===== src/rtl/mandel_pkg.sv =====
// Shared types and constants for the escape-time pixel core.
package mandel_pkg;

    // Plane and image geometry.
    localparam int MAX_DIM         = 4096;
    localparam int COORD_FRAC_BITS = 28;
    localparam int COORD_W         = 32;
    localparam int IDX_W           = 12;
    localparam int DIM_W           = 13;
    localparam int LIMIT_W         = 16;

    // Shared multiplier: 33-bit signed operands cover both the plane span and the coordinates.
    localparam int MUL_W  = COORD_W + 1;
    localparam int PROD_W = 2 * MUL_W;
    localparam int SQ_W   = 2 * COORD_W;

    // Mapping divider: magnitude of span times index over (dimension - 1).
    localparam int DIVIDEND_W = MUL_W + IDX_W;
    localparam int DIVISOR_W  = DIM_W;
    localparam int DIV_CNT_W  = $clog2(DIVIDEND_W + 1);

    // Width that holds every pre-saturation sum without overflow.
    localparam int SAT_W = PROD_W;

    // Escape threshold of 4.0 with twice the fraction bits.
    localparam logic [SQ_W-1:0] ESC_THRESH =
        (2 * COORD_FRAC_BITS > 61) ? {SQ_W{1'b1}} : (SQ_W'(4) << (2 * COORD_FRAC_BITS));

    // Configuration port.
    localparam int ADDR_W = 5;
    localparam int DATA_W = 32;

    typedef enum logic [2:0] {
        REG_REAL_MIN   = 3'd0,
        REG_REAL_MAX   = 3'd1,
        REG_IMAG_MIN   = 3'd2,
        REG_IMAG_MAX   = 3'd3,
        REG_WIDTH      = 3'd4,
        REG_HEIGHT     = 3'd5,
        REG_ITER_LIMIT = 3'd6
    } cfg_reg_t;

    typedef enum logic [3:0] {
        ST_IDLE,
        ST_MAPX_MUL,
        ST_MAPX_DIVST,
        ST_MAPX_DIVW,
        ST_MAPY_MUL,
        ST_MAPY_DIVST,
        ST_MAPY_DIVW,
        ST_IT_XY,
        ST_IT_UPD,
        ST_IT_XX,
        ST_IT_YY,
        ST_IT_CHK,
        ST_DONE
    } state_t;

    typedef struct packed {
        logic                  start;
        logic [DIVIDEND_W-1:0] dividend;
        logic [DIVISOR_W-1:0]  divisor;
    } div_req_t;

    typedef struct packed {
        logic                  done;
        logic [DIVIDEND_W-1:0] quotient;
    } div_rsp_t;

endpackage


===== src/rtl/mandel_div.sv =====
// Restoring unsigned divider that retires one quotient bit per cycle.
module mandel_div (
    input  logic                 clk,
    input  logic                 rst_n,
    input  mandel_pkg::div_req_t req,
    output mandel_pkg::div_rsp_t rsp
);
    import mandel_pkg::*;

    logic                  busy_reg;
    logic                  done_reg;
    logic [DIV_CNT_W-1:0]  cnt_reg;
    logic [DIVISOR_W-1:0]  rem_reg;
    logic [DIVISOR_W-1:0]  divisor_reg;
    logic [DIVIDEND_W-1:0] quo_reg;

    logic [DIVISOR_W:0]    rem_shift;
    logic                  fits;
    logic [DIVISOR_W:0]    trial;

    // The remainder stays below the divisor, so the shifted value fits one extra bit.
    assign rem_shift = {rem_reg, quo_reg[DIVIDEND_W-1]};
    assign fits      = rem_shift >= {1'b0, divisor_reg};
    assign trial     = rem_shift - {1'b0, divisor_reg};

    always_ff @(posedge clk or negedge rst_n)
    begin
        if (!rst_n)
        begin
            busy_reg <= 1'b0;
            done_reg <= 1'b0;
            cnt_reg  <= '0;
        end
        else
        begin
            done_reg <= busy_reg && (cnt_reg == DIV_CNT_W'(1));
            if (req.start)
            begin
                busy_reg <= 1'b1;
                cnt_reg  <= DIV_CNT_W'(DIVIDEND_W);
            end
            else if (busy_reg)
            begin
                cnt_reg <= cnt_reg - DIV_CNT_W'(1);
                if (cnt_reg == DIV_CNT_W'(1))
                begin
                    busy_reg <= 1'b0;
                end
            end
        end
    end

    always_ff @(posedge clk)
    begin
        if (req.start)
        begin
            rem_reg     <= '0;
            quo_reg     <= req.dividend;
            divisor_reg <= req.divisor;
        end
        else if (busy_reg)
        begin
            rem_reg <= fits ? trial[DIVISOR_W-1:0] : rem_shift[DIVISOR_W-1:0];
            quo_reg <= {quo_reg[DIVIDEND_W-2:0], fits};
        end
    end

    assign rsp.done     = done_reg;
    assign rsp.quotient = quo_reg;

endmodule


===== src/rtl/mandelbrot_escape_time_pixel_core.sv =====
// Escape-time pixel core: maps a pixel onto the plane and counts Mandelbrot iterations.
//
// Input channel: pixel_col and pixel_row move as one beat when pixel_valid is high and
// pixel_stall is low. The core takes one pixel at a time and holds pixel_stall high
// from the beat until the pixel's count has been loaded into the output register.
// Output channel: iteration_count moves when count_valid is high and count_stall is low.
// A finished count waits in the output register while the receiver stalls, and a new
// pixel may already be taken meanwhile; a second count waits until the first is taken.
// Each coordinate is mapped by one multiply step and then by the bit-serial divider
// (one quotient bit per cycle over 45 bits). Each iteration of the loop then uses the
// one shared 33x33 multiplier to form x*y, x*x and y*y in turn, and a final step loads
// the result register. The iteration count N runs from 1 to iteration_limit.
// Configuration sits on an APB-style port, one 32-bit register per word address; write
// only while no pixel is in flight. Reset clears the control state and loads the
// default plane (-2.0 to 1.0 by -1.0 to 1.0), a 1024 by 1024 image and a limit of 256.
module mandelbrot_escape_time_pixel_core (
    input  logic                                clk,
    input  logic                                rst_n,
    input  logic                                psel,
    input  logic                                penable,
    input  logic                                pwrite,
    input  logic [mandel_pkg::ADDR_W-1:0]       paddr,
    input  logic [mandel_pkg::DATA_W-1:0]       pwdata,
    output logic [mandel_pkg::DATA_W-1:0]       prdata,
    output logic                                pready,
    input  logic                                pixel_valid,
    output logic                                pixel_stall,
    input  logic [mandel_pkg::IDX_W-1:0]        pixel_col,
    input  logic [mandel_pkg::IDX_W-1:0]        pixel_row,
    output logic                                count_valid,
    input  logic                                count_stall,
    output logic [mandel_pkg::LIMIT_W-1:0]      iteration_count
);
    import mandel_pkg::*;

    localparam logic signed [SAT_W-1:0] SAT_HI = SAT_W'(2147483647);
    localparam logic signed [SAT_W-1:0] SAT_LO = -SAT_HI - SAT_W'(1);

    function automatic logic signed [COORD_W-1:0] sat_coord(input logic signed [SAT_W-1:0] v);
        logic signed [COORD_W-1:0] r;
        if (v > SAT_HI)
        begin
            r = COORD_W'(SAT_HI);
        end
        else if (v < SAT_LO)
        begin
            r = COORD_W'(SAT_LO);
        end
        else
        begin
            r = v[COORD_W-1:0];
        end
        return r;
    endfunction

    function automatic logic [DIVISOR_W-1:0] span_divisor(input logic [DIM_W-1:0] d);
        logic [DIM_W-1:0] c;
        if (d < DIM_W'(2))
        begin
            c = DIM_W'(2);
        end
        else if (32'(d) > MAX_DIM)
        begin
            c = DIM_W'(MAX_DIM);
        end
        else
        begin
            c = d;
        end
        return DIVISOR_W'(c - DIM_W'(1));
    endfunction

    // Configuration registers.
    logic signed [COORD_W-1:0] real_min_reg, real_max_reg, imag_min_reg, imag_max_reg;
    logic [DIM_W-1:0]          width_reg, height_reg;
    logic [LIMIT_W-1:0]        limit_reg;

    // Sequencer and datapath registers.
    state_t                    state_reg, state_next;
    logic [IDX_W-1:0]          col_reg, row_reg;
    logic signed [PROD_W-1:0]  prod_reg;
    logic                      neg_reg;
    logic signed [COORD_W-1:0] x0_reg, y0_reg, x_reg, y_reg;
    logic [SQ_W-1:0]           xs_reg, ys_reg;
    logic [LIMIT_W-1:0]        count_reg;
    logic                      count_valid_reg;
    logic [LIMIT_W-1:0]        iteration_count_reg;

    // Combinational signals.
    cfg_reg_t                  cfg_idx;
    logic                      cfg_wr;
    logic signed [MUL_W-1:0]   span_x, span_y, mul_a, mul_b;
    logic signed [PROD_W-1:0]  prod_neg;
    div_req_t                  div_req;
    div_rsp_t                  div_rsp;
    logic signed [SAT_W-1:0]   map_off, map_lo, map_sum;
    logic signed [SQ_W-1:0]    xy_sh, diff, diff_sh;
    logic signed [SAT_W-1:0]   y_sum, x_sum;
    logic [SQ_W:0]             mag_sum;
    logic [LIMIT_W-1:0]        limit_eff;
    logic                      keep_going;
    logic                      out_free;

    // ---------------- Configuration port ----------------
    assign pready  = 1'b1;
    assign cfg_idx = cfg_reg_t'(paddr[ADDR_W-1:2]);
    assign cfg_wr  = psel && penable && pwrite && pready;

    always_ff @(posedge clk or negedge rst_n)
    begin
        if (!rst_n)
        begin
            real_min_reg <= -COORD_W'(536870912);
            real_max_reg <= COORD_W'(268435456);
            imag_min_reg <= -COORD_W'(268435456);
            imag_max_reg <= COORD_W'(268435456);
            width_reg    <= DIM_W'(1024);
            height_reg   <= DIM_W'(1024);
            limit_reg    <= LIMIT_W'(256);
        end
        else if (cfg_wr)
        begin
            unique case (cfg_idx)
                REG_REAL_MIN:   real_min_reg <= pwdata;
                REG_REAL_MAX:   real_max_reg <= pwdata;
                REG_IMAG_MIN:   imag_min_reg <= pwdata;
                REG_IMAG_MAX:   imag_max_reg <= pwdata;
                REG_WIDTH:      width_reg    <= pwdata[DIM_W-1:0];
                REG_HEIGHT:     height_reg   <= pwdata[DIM_W-1:0];
                REG_ITER_LIMIT: limit_reg    <= pwdata[LIMIT_W-1:0];
                default:        ;
            endcase
        end
    end

    always_comb
    begin
        unique case (cfg_idx)
            REG_REAL_MIN:   prdata = real_min_reg;
            REG_REAL_MAX:   prdata = real_max_reg;
            REG_IMAG_MIN:   prdata = imag_min_reg;
            REG_IMAG_MAX:   prdata = imag_max_reg;
            REG_WIDTH:      prdata = DATA_W'(width_reg);
            REG_HEIGHT:     prdata = DATA_W'(height_reg);
            REG_ITER_LIMIT: prdata = DATA_W'(limit_reg);
            default:        prdata = '0;
        endcase
    end

    // ---------------- Sequencer: next state ----------------
    assign out_free = !count_valid_reg || !count_stall;

    always_comb
    begin
        state_next = state_reg;
        unique case (state_reg)
            ST_IDLE:       if (pixel_valid) state_next = ST_MAPX_MUL;
            ST_MAPX_MUL:   state_next = ST_MAPX_DIVST;
            ST_MAPX_DIVST: state_next = ST_MAPX_DIVW;
            ST_MAPX_DIVW:  if (div_rsp.done) state_next = ST_MAPY_MUL;
            ST_MAPY_MUL:   state_next = ST_MAPY_DIVST;
            ST_MAPY_DIVST: state_next = ST_MAPY_DIVW;
            ST_MAPY_DIVW:  if (div_rsp.done) state_next = ST_IT_XY;
            ST_IT_XY:      state_next = ST_IT_UPD;
            ST_IT_UPD:     state_next = ST_IT_XX;
            ST_IT_XX:      state_next = ST_IT_YY;
            ST_IT_YY:      state_next = ST_IT_CHK;
            ST_IT_CHK:     state_next = keep_going ? ST_IT_UPD : ST_DONE;
            ST_DONE:       if (out_free) state_next = ST_IDLE;
            default:       state_next = ST_IDLE;
        endcase
    end

    // ---------------- Sequencer: outputs ----------------
    assign span_x = MUL_W'(real_max_reg) - MUL_W'(real_min_reg);
    assign span_y = MUL_W'(imag_max_reg) - MUL_W'(imag_min_reg);

    always_comb
    begin
        pixel_stall = 1'b1;
        mul_a       = '0;
        mul_b       = '0;
        unique case (state_reg) inside
            ST_IDLE:
            begin
                pixel_stall = 1'b0;
            end
            ST_MAPX_MUL:
            begin
                mul_a = span_x;
                mul_b = $signed({{(MUL_W-IDX_W){1'b0}}, col_reg});
            end
            ST_MAPY_MUL:
            begin
                mul_a = span_y;
                mul_b = $signed({{(MUL_W-IDX_W){1'b0}}, row_reg});
            end
            ST_IT_XY, ST_IT_CHK:
            begin
                mul_a = MUL_W'(x_reg);
                mul_b = MUL_W'(y_reg);
            end
            ST_IT_XX:
            begin
                mul_a = MUL_W'(x_reg);
                mul_b = MUL_W'(x_reg);
            end
            ST_IT_YY:
            begin
                mul_a = MUL_W'(y_reg);
                mul_b = MUL_W'(y_reg);
            end
            default: ;
        endcase
    end

    // ---------------- Mapping divider ----------------
    assign prod_neg = -prod_reg;

    always_comb
    begin
        div_req.start    = (state_reg == ST_MAPX_DIVST) || (state_reg == ST_MAPY_DIVST);
        div_req.dividend = prod_reg[PROD_W-1] ? prod_neg[DIVIDEND_W-1:0]
                                              : prod_reg[DIVIDEND_W-1:0];
        div_req.divisor  = (state_reg == ST_MAPX_DIVST) ? span_divisor(width_reg)
                                                        : span_divisor(height_reg);
    end

    mandel_div u_div (
        .clk   (clk),
        .rst_n (rst_n),
        .req   (div_req),
        .rsp   (div_rsp)
    );

    // The quotient is a magnitude; C-style truncation restores the sign afterwards.
    assign map_off = neg_reg ? -$signed(SAT_W'(div_rsp.quotient))
                             : $signed(SAT_W'(div_rsp.quotient));
    assign map_lo  = (state_reg == ST_MAPX_DIVW) ? SAT_W'(real_min_reg) : SAT_W'(imag_min_reg);
    assign map_sum = map_off + map_lo;

    // ---------------- Iteration datapath ----------------
    assign xy_sh   = $signed(prod_reg[SQ_W-1:0]) >>> (COORD_FRAC_BITS - 1);
    assign diff    = $signed(xs_reg) - $signed(ys_reg);
    assign diff_sh = diff >>> COORD_FRAC_BITS;
    assign y_sum   = SAT_W'(xy_sh) + SAT_W'(y0_reg);
    assign x_sum   = SAT_W'(diff_sh) + SAT_W'(x0_reg);

    assign mag_sum    = {1'b0, xs_reg} + {1'b0, prod_reg[SQ_W-1:0]};
    assign limit_eff  = (limit_reg == '0) ? LIMIT_W'(1) : limit_reg;
    assign keep_going = (mag_sum <= {1'b0, ESC_THRESH}) && (count_reg < limit_eff);

    always_ff @(posedge clk or negedge rst_n)
    begin
        if (!rst_n)
        begin
            state_reg       <= ST_IDLE;
            count_valid_reg <= 1'b0;
        end
        else
        begin
            state_reg <= state_next;
            if ((state_reg == ST_DONE) && out_free)
            begin
                count_valid_reg <= 1'b1;
            end
            else if (!count_stall)
            begin
                count_valid_reg <= 1'b0;
            end
        end
    end

    always_ff @(posedge clk)
    begin
        prod_reg <= mul_a * mul_b;
        if (pixel_valid && !pixel_stall)
        begin
            col_reg <= pixel_col;
            row_reg <= pixel_row;
        end
        if (div_req.start)
        begin
            neg_reg <= prod_reg[PROD_W-1];
        end
        if ((state_reg == ST_MAPX_DIVW) && div_rsp.done)
        begin
            x0_reg <= sat_coord(map_sum);
        end
        if ((state_reg == ST_MAPY_DIVW) && div_rsp.done)
        begin
            y0_reg    <= sat_coord(map_sum);
            x_reg     <= '0;
            y_reg     <= '0;
            xs_reg    <= '0;
            ys_reg    <= '0;
            count_reg <= '0;
        end
        if (state_reg == ST_IT_UPD)
        begin
            y_reg     <= sat_coord(y_sum);
            x_reg     <= sat_coord(x_sum);
            count_reg <= count_reg + LIMIT_W'(1);
        end
        if (state_reg == ST_IT_YY)
        begin
            xs_reg <= prod_reg[SQ_W-1:0];
        end
        if (state_reg == ST_IT_CHK)
        begin
            ys_reg <= prod_reg[SQ_W-1:0];
        end
        if ((state_reg == ST_DONE) && out_free)
        begin
            iteration_count_reg <= count_reg;
        end
    end

    assign count_valid     = count_valid_reg;
    assign iteration_count = iteration_count_reg;

`ifndef SYNTH
    // A beat on the input channel always starts the column mapping.
    a_accept_starts_map: assert property (@(posedge clk) disable iff (!rst_n)
        (pixel_valid && !pixel_stall) |=> (state_reg == ST_MAPX_MUL))
        else $error("accepted pixel did not start the mapping");

    // The divider only finishes while the sequencer waits for it.
    a_div_done_expected: assert property (@(posedge clk) disable iff (!rst_n)
        div_rsp.done |-> ((state_reg == ST_MAPX_DIVW) || (state_reg == ST_MAPY_DIVW)))
        else $error("divider finished outside a wait state");

    // At each escape check the count lies between one and the limit.
    a_count_in_range: assert property (@(posedge clk) disable iff (!rst_n)
        (state_reg == ST_IT_CHK) |-> ((count_reg != '0) && (count_reg <= limit_eff)))
        else $error("iteration count out of range");

    // A delivered count is never zero.
    a_result_nonzero: assert property (@(posedge clk) disable iff (!rst_n)
        count_valid |-> (iteration_count != '0))
        else $error("zero iteration count delivered");
`endif

endmodule

===== config.mk =====
export PLATFORM = sky130hd
export DESIGN_NAME = mandelbrot_escape_time_pixel_core
export DESIGN_NICKNAME = d
export VERILOG_FILES = /design/src/rtl/mandel_pkg.sv /design/src/rtl/mandel_div.sv /design/src/rtl/mandelbrot_escape_time_pixel_core.sv
export SDC_FILE = /design/constraint.sdc
export NUM_CORES = 2
export LEC_CHECK = 0
export BUFFER_PORTS_ARGS = -buffer_cell sky130_fd_sc_hd__buf_2
export CORE_MARGIN = 1.5
export CORE_UTILIZATION = 45
export DETAILED_ROUTE_END_ITERATION = 16
export PLACE_DENSITY = 0.58
export SYNTH_ARGS = -nofsm -noshare
export SYNTH_HDL_FRONTEND = slang
export SYNTH_HIERARCHICAL = 1
export SYNTH_SLANG_ARGS = --single-unit

===== constraint.sdc =====
create_clock -name clk -period 20.6 [get_ports clk]
set_input_delay 4.12 -clock clk [delete_from_list [all_inputs] [get_ports clk]]
set_output_delay 4.12 -clock clk [all_outputs]
set_load 0.02 [all_outputs]

* Word-level counts from Yosys, hierarchy flattened
Index checks and enable logic that the tools add are counted.
** Cells by class
- Add/subtract/negate cells :: 14
- $mul :: 1
- $lt $le $gt $ge :: 13
- Equality and inequality tests :: 24
- Multiplexer cells :: 43
- Reduce and logical (&&, ||, !) cells :: 29
** Operators with widths (count)
- $mux W32 :: 9
- $pmux W33 S4 :: 2
- $pmux W32 S7 :: 1
- $mux W64 :: 3
- $mux W45 :: 3
- $mux W66 :: 2
- $mux W13 :: 6
- $add A66 B66 Y66 :: 1
- $gt A66 B32 Y1 const B :: 1
- $lt A66 B32 Y1 const B :: 1
- $mul A33 B33 Y66 :: 1
- $neg A45 Y66 :: 1
- $sub A32 B32 Y33 :: 2
- $add A64 B64 Y65 :: 1
- $le A65 B59 Y1 const B :: 1
- $sub A64 B64 Y64 :: 1
- $pmux W4 S13 :: 1
- $mux W16 :: 3
- $neg A45 Y45 :: 1
- $add A37 B32 Y38 :: 1
- $gt A38 B32 Y1 const B :: 1
- $lt A38 B32 Y1 const B :: 1
- $add A36 B32 Y37 :: 1
- $gt A37 B32 Y1 const B :: 1
- other kinds (33) :: 78
** Word-level totals
- Flip-flop bits (word level) :: 633
- Input bits :: 68
- Output and inout bits :: 51
- Word-level logic and storage cells :: 151

* Longest topological paths before layout
- Word-level depth :: 6
- Mapped depth :: 46
- Gate-level depth less buffers :: 44

* Cells and area by module
Netlist, hierarchy kept.
** By module, submodules not included
- mandelbrot_escape_time_pixel_core :: times used 1, cells each 9023, area each 80592.3 µm², sequential area each 15094.5 µm²
- mandel_div :: times used 1, cells each 322, area each 4078.9 µm², sequential area each 2202.1 µm²

* Least setup slack after synthesis
OpenSTA, ideal clock, no wires.
- Kind :: reg-to-reg
- Start point :: register real_min_reg[0]
- End point :: register prod_reg[63]
- Library setup time :: 0.106 ns
- Arrival time :: 11.248 ns
- Path slack :: 9.246 ns
- Cell stages (with the launch flop) :: 39
- Buffers on the path :: 1
- Period minus slack after synthesis :: 11.354 ns
- Path through :: dfrtp_1 ha_1 fa_1 nor2b_1 o2111ai_1 nand3_1 or3b_2 a2111o_1 nand3_1 a221oi_1 o41a_1 nor2b_1 o21ai_0 a2111o_1 clkbuf_1 nand2_1 fa_1 inv_1 [... 3 more ...] fa_1 inv_1 fa_1 fa_1 fa_1 inv_1 fa_1 inv_1 ha_1 a21o_1 a21o_1 a21oi_1 nor2b_1 a31oi_1 a31oi_1 o31ai_1 or4b_2 o311ai_0
** On the way
- Longest elaborated chain between the ends :: 3
** RTL lines
- from (decl) :: RTL line mandelbrot_escape_time_pixel_core.sv:74 : logic signed [COORD_W-1:0] real_min_reg, real_max_reg, imag_min_reg, imag_max_reg;
- from (signal assigned) :: RTL line mandelbrot_escape_time_pixel_core.sv:113 : real_min_reg <= -COORD_W'(536870912);
- from (signal assigned) :: RTL line mandelbrot_escape_time_pixel_core.sv:124 : REG_REAL_MIN: real_min_reg <= pwdata;
- $sub A32 B32 Y33 :: RTL line mandelbrot_escape_time_pixel_core.sv:175 : assign span_x = MUL_W'(real_max_reg) - MUL_W'(real_min_reg);
- $pmux W33 S4 :: RTL line mandelbrot_escape_time_pixel_core.sv:183 : unique case (state_reg) inside
- $mul A33 B33 Y66 :: RTL line mandelbrot_escape_time_pixel_core.sv:276 : prod_reg <= mul_a * mul_b;
- to (signal assigned) :: RTL line mandelbrot_escape_time_pixel_core.sv:276
- to (decl) :: RTL line mandelbrot_escape_time_pixel_core.sv:81 : logic signed [PROD_W-1:0] prod_reg;
Every way passes these cells.
A chain may end at the register's enable or synchronous reset.

* Worst setup path in the final report
Same ends and word-level chain as after synthesis.

==> results.toml <==
[floorplanning]
fp.dieW_um = 437
die_y_um = 437
rows = 159
io_pins = 119
die_area_um2 = 191000
core-area_um2 = 187000
start_util_pct = 45.2

[final_layout]
largest_register_ffs = 65
drive_gt1_share_pct = 7.46
fillers = 17800
antennaDiodeCount = 0
area_delta_synth_final_pct = 7.30
fin_nets = 11100
stdcell_count = 11800

[cts]
cts_root_buffer = "clkbuf_16"
path_clk_slew_ns = 0.06
htreeDepth = 3
cts_tree = "done"
cts_max_path_buffers = 3
cts_buffers = 75
cts_sinks = 632
cts_resized = 0
cts_setup_buffers = 0
postCtsHoldBufs = 0
clock_latency_ns = 0.70

[sta]
finalCritPeriodShare_pct = 66.5
clock_skew_ns = 0.0465
layout_min_cycle_time_ns = 13.70
tightest_slew_ns = 1.25
relSlewSlack_pct = 16.3
max_freq_ghz = 0.0730
drv_slew = 0
finalSetupViolations = 0
fin_ws_ns = 6.90
setup_tns_ns = 0
hold_ws_ns = 0.523
rsz0062_at_grt = "no"
hold_viol = 0

[setup_path]
cp-start-kind = "register"
critPathCaptureType = "register"
cp_slowest_stage_delay_ns = 0.98
critical_path_arrival_ns = 14.27
critPathKind = "reg -> reg"
worstPathRequired_ns = 21.17
rrSetupSlack_ns = 6.90
cp_slowest_cell = "fa_1"
crit_fanout = 31
crit_path_frequent_cell = "fa_1"

[global_route]
grt_pass1_vias = 69700
grt_max_degree = 73
overflow = 0
antenna_found_initial = 6
grt_first_pass_wirelength_mm = 446
grt_usage_pct = 31.2

[yosys]
synthArstFlopShare_pct = 29.0
yosysMostFrequentCell = "inv_1"
syn_avg_cell_area_um2 = 9.06
synth_nets = 11100
ys_ff_latch = 632
synth_top_area_share_pct = 27.3
synth_warnings = 6
synth_cells = 9345
synthTopCellsByArea = "fa_1 (27%), edfxtp_1 (13%), ha_1 (8.5%)"
synth.distinct_cells = 100
synth_edf_count = 371
synth_common_cells = "inv_1 (1447), fa_1 (1153), nand2_1 (1086), nor2_1 (722), ha_1 (578)"
synth_top_flop_cell = "edfxtp_1"
seq_area_frac_synth_pct = 20.4
syn-cell-area_um2 = 84700
synth_area_leader_cell = "fa_1"

[power_and_ir_drop]
power.leakage_nw = 43.0
p_per_area_nw_per_um2 = 47.8
vdd_ir_drop_max_v = 0.0000722

[run]
max_cap_viol_count = 0

[place]
place_inst = 11700
dp_hpwl_mm = 238
io_buffers = 115
pre_cts_slack_ns = 7.05
place_congestion = 1.00

[route]
via_count = 69000
wl_mm = 296
drt-initial-drc-count = 5543
via_per_inst = 5.83
routedWlPerCell_um = 25.0
drt-pass1-iter-count = 8
post-route-drc-count = 0
drtAntennaViolNets = 0

[run_status]
status = "complete, no violations"

[worst_hold_path]
hp-class = "reg -> reg"
critical path: cells and delay by family, from the launching register on:
kind | cells | cell delay (ns)
buffers and inverters | 6 | 1.27
adders and majority gates | 11 | 6.06
AOI/OAI and AO/OA | 13 | 3.52
and+or+nand+nor | 8 | 2.21
DFF | 1 | 0.42
final timing paths:
kind / startpoint / end / depth (start not counted)
max: real_min_reg[0] / prod_reg[63] / 38
min: u_div/rem_reg[1] / u_div/rem_reg[2] / 2
max reg2reg: real_min_reg[0] / prod_reg[63] / 38
min reg2reg: u_div/rem_reg[1] / u_div/rem_reg[2] / 2
max in group asynchronous: rst_n / u_div/cnt_reg[1] / 3
min in group asynchronous: rst_n / imag_min_reg[27] / 1
cells in the final DEF, fill, tap and decap left out, drive strengths merged, types with 24 or more instances in the layout:
cell    instances
dfrtp         171
o21bai         49
a21o          176
clkinv         24
a22oi          74
a21oi         440
fa           1153
a22o           42
nand3         113
dfxtp          78
nand2        1086
or3            50
o31ai          54
clkbuf        102
nor2          723
nor2b          71
nor3           97
o21a           74
a221oi         31
xor2          121
nand4          77
nor4           39
xnor2         283
and2          137
edfxtp        371
and4           25
o211ai         49
o31a           31
inv          1450
buf           286
mux2i          29
ha            578
a221o          30
or4            37
nand2b         72
o21ai         428
mux2          144
a31oi          51
a211oi         50
and3          116
stage by stage:
step                util, %  total power (W)  area [um^2]
floorplan                 -          0.00246        84700
finish                 48.5          0.00434        90900
CTS                    48.5          0.00434        90800
global route           48.5          0.00453        90900
detailed placement     47.2          0.00294        88400
global placement       47.2          0.00292        88400
kinds of logic (layout without fill, tap and decap cells):
family	after synthesis	in the layout	share of synthesized area, %
AOI/OAI and AO/OA	1818	1818	14.2
xor gates and xnor gates	405	405	4.21
adders and majority gates	1731	1731	35.8
buffers and inverters	1879	1875	8.40
DFF	632	632	20.4
muxes	177	177	2.36
other	1	1	0.00443
and+or+nand+nor	2702	2702	14.6
cell type report:
| cell class | count | area (um^2) | area share (%) |
|---|---|---|---|
| multi-input combinational | 6834 | 60600 | 66.7 |
| sequential | 632 | 17300 | 19.0 |
| inverter | 1449 | 5440 | 5.99 |
| tap | 2495 | 3120 | 3.44 |
| clock buffer | 100 | 2040 | 2.25 |
| timing repair buffer | 288 | 1880 | 2.07 |
| clock inverter | 38 | 434 | 0.478 |
power breakdown:
part           leakage [nW]  internal (W)  switching, W  total [W]
clock network          1.20      0.000802      0.000593    0.00139
logic                  35.7      0.000490      0.000920    0.00141
registers              6.04       0.00145     0.0000869    0.00154
layer usage:
layer / up-vias / GRT usage [%] / wire length [um]
met5: - / 0 / 18
met4: 2 / 12.1 / 12900
met3: 442 / 3.76 / 20100
met2: 2463 / 50.1 / 136000
met1: 35200 / 43.0 / 127000
li1: 30900 / - / -
(Power assumes the default switching activity.)
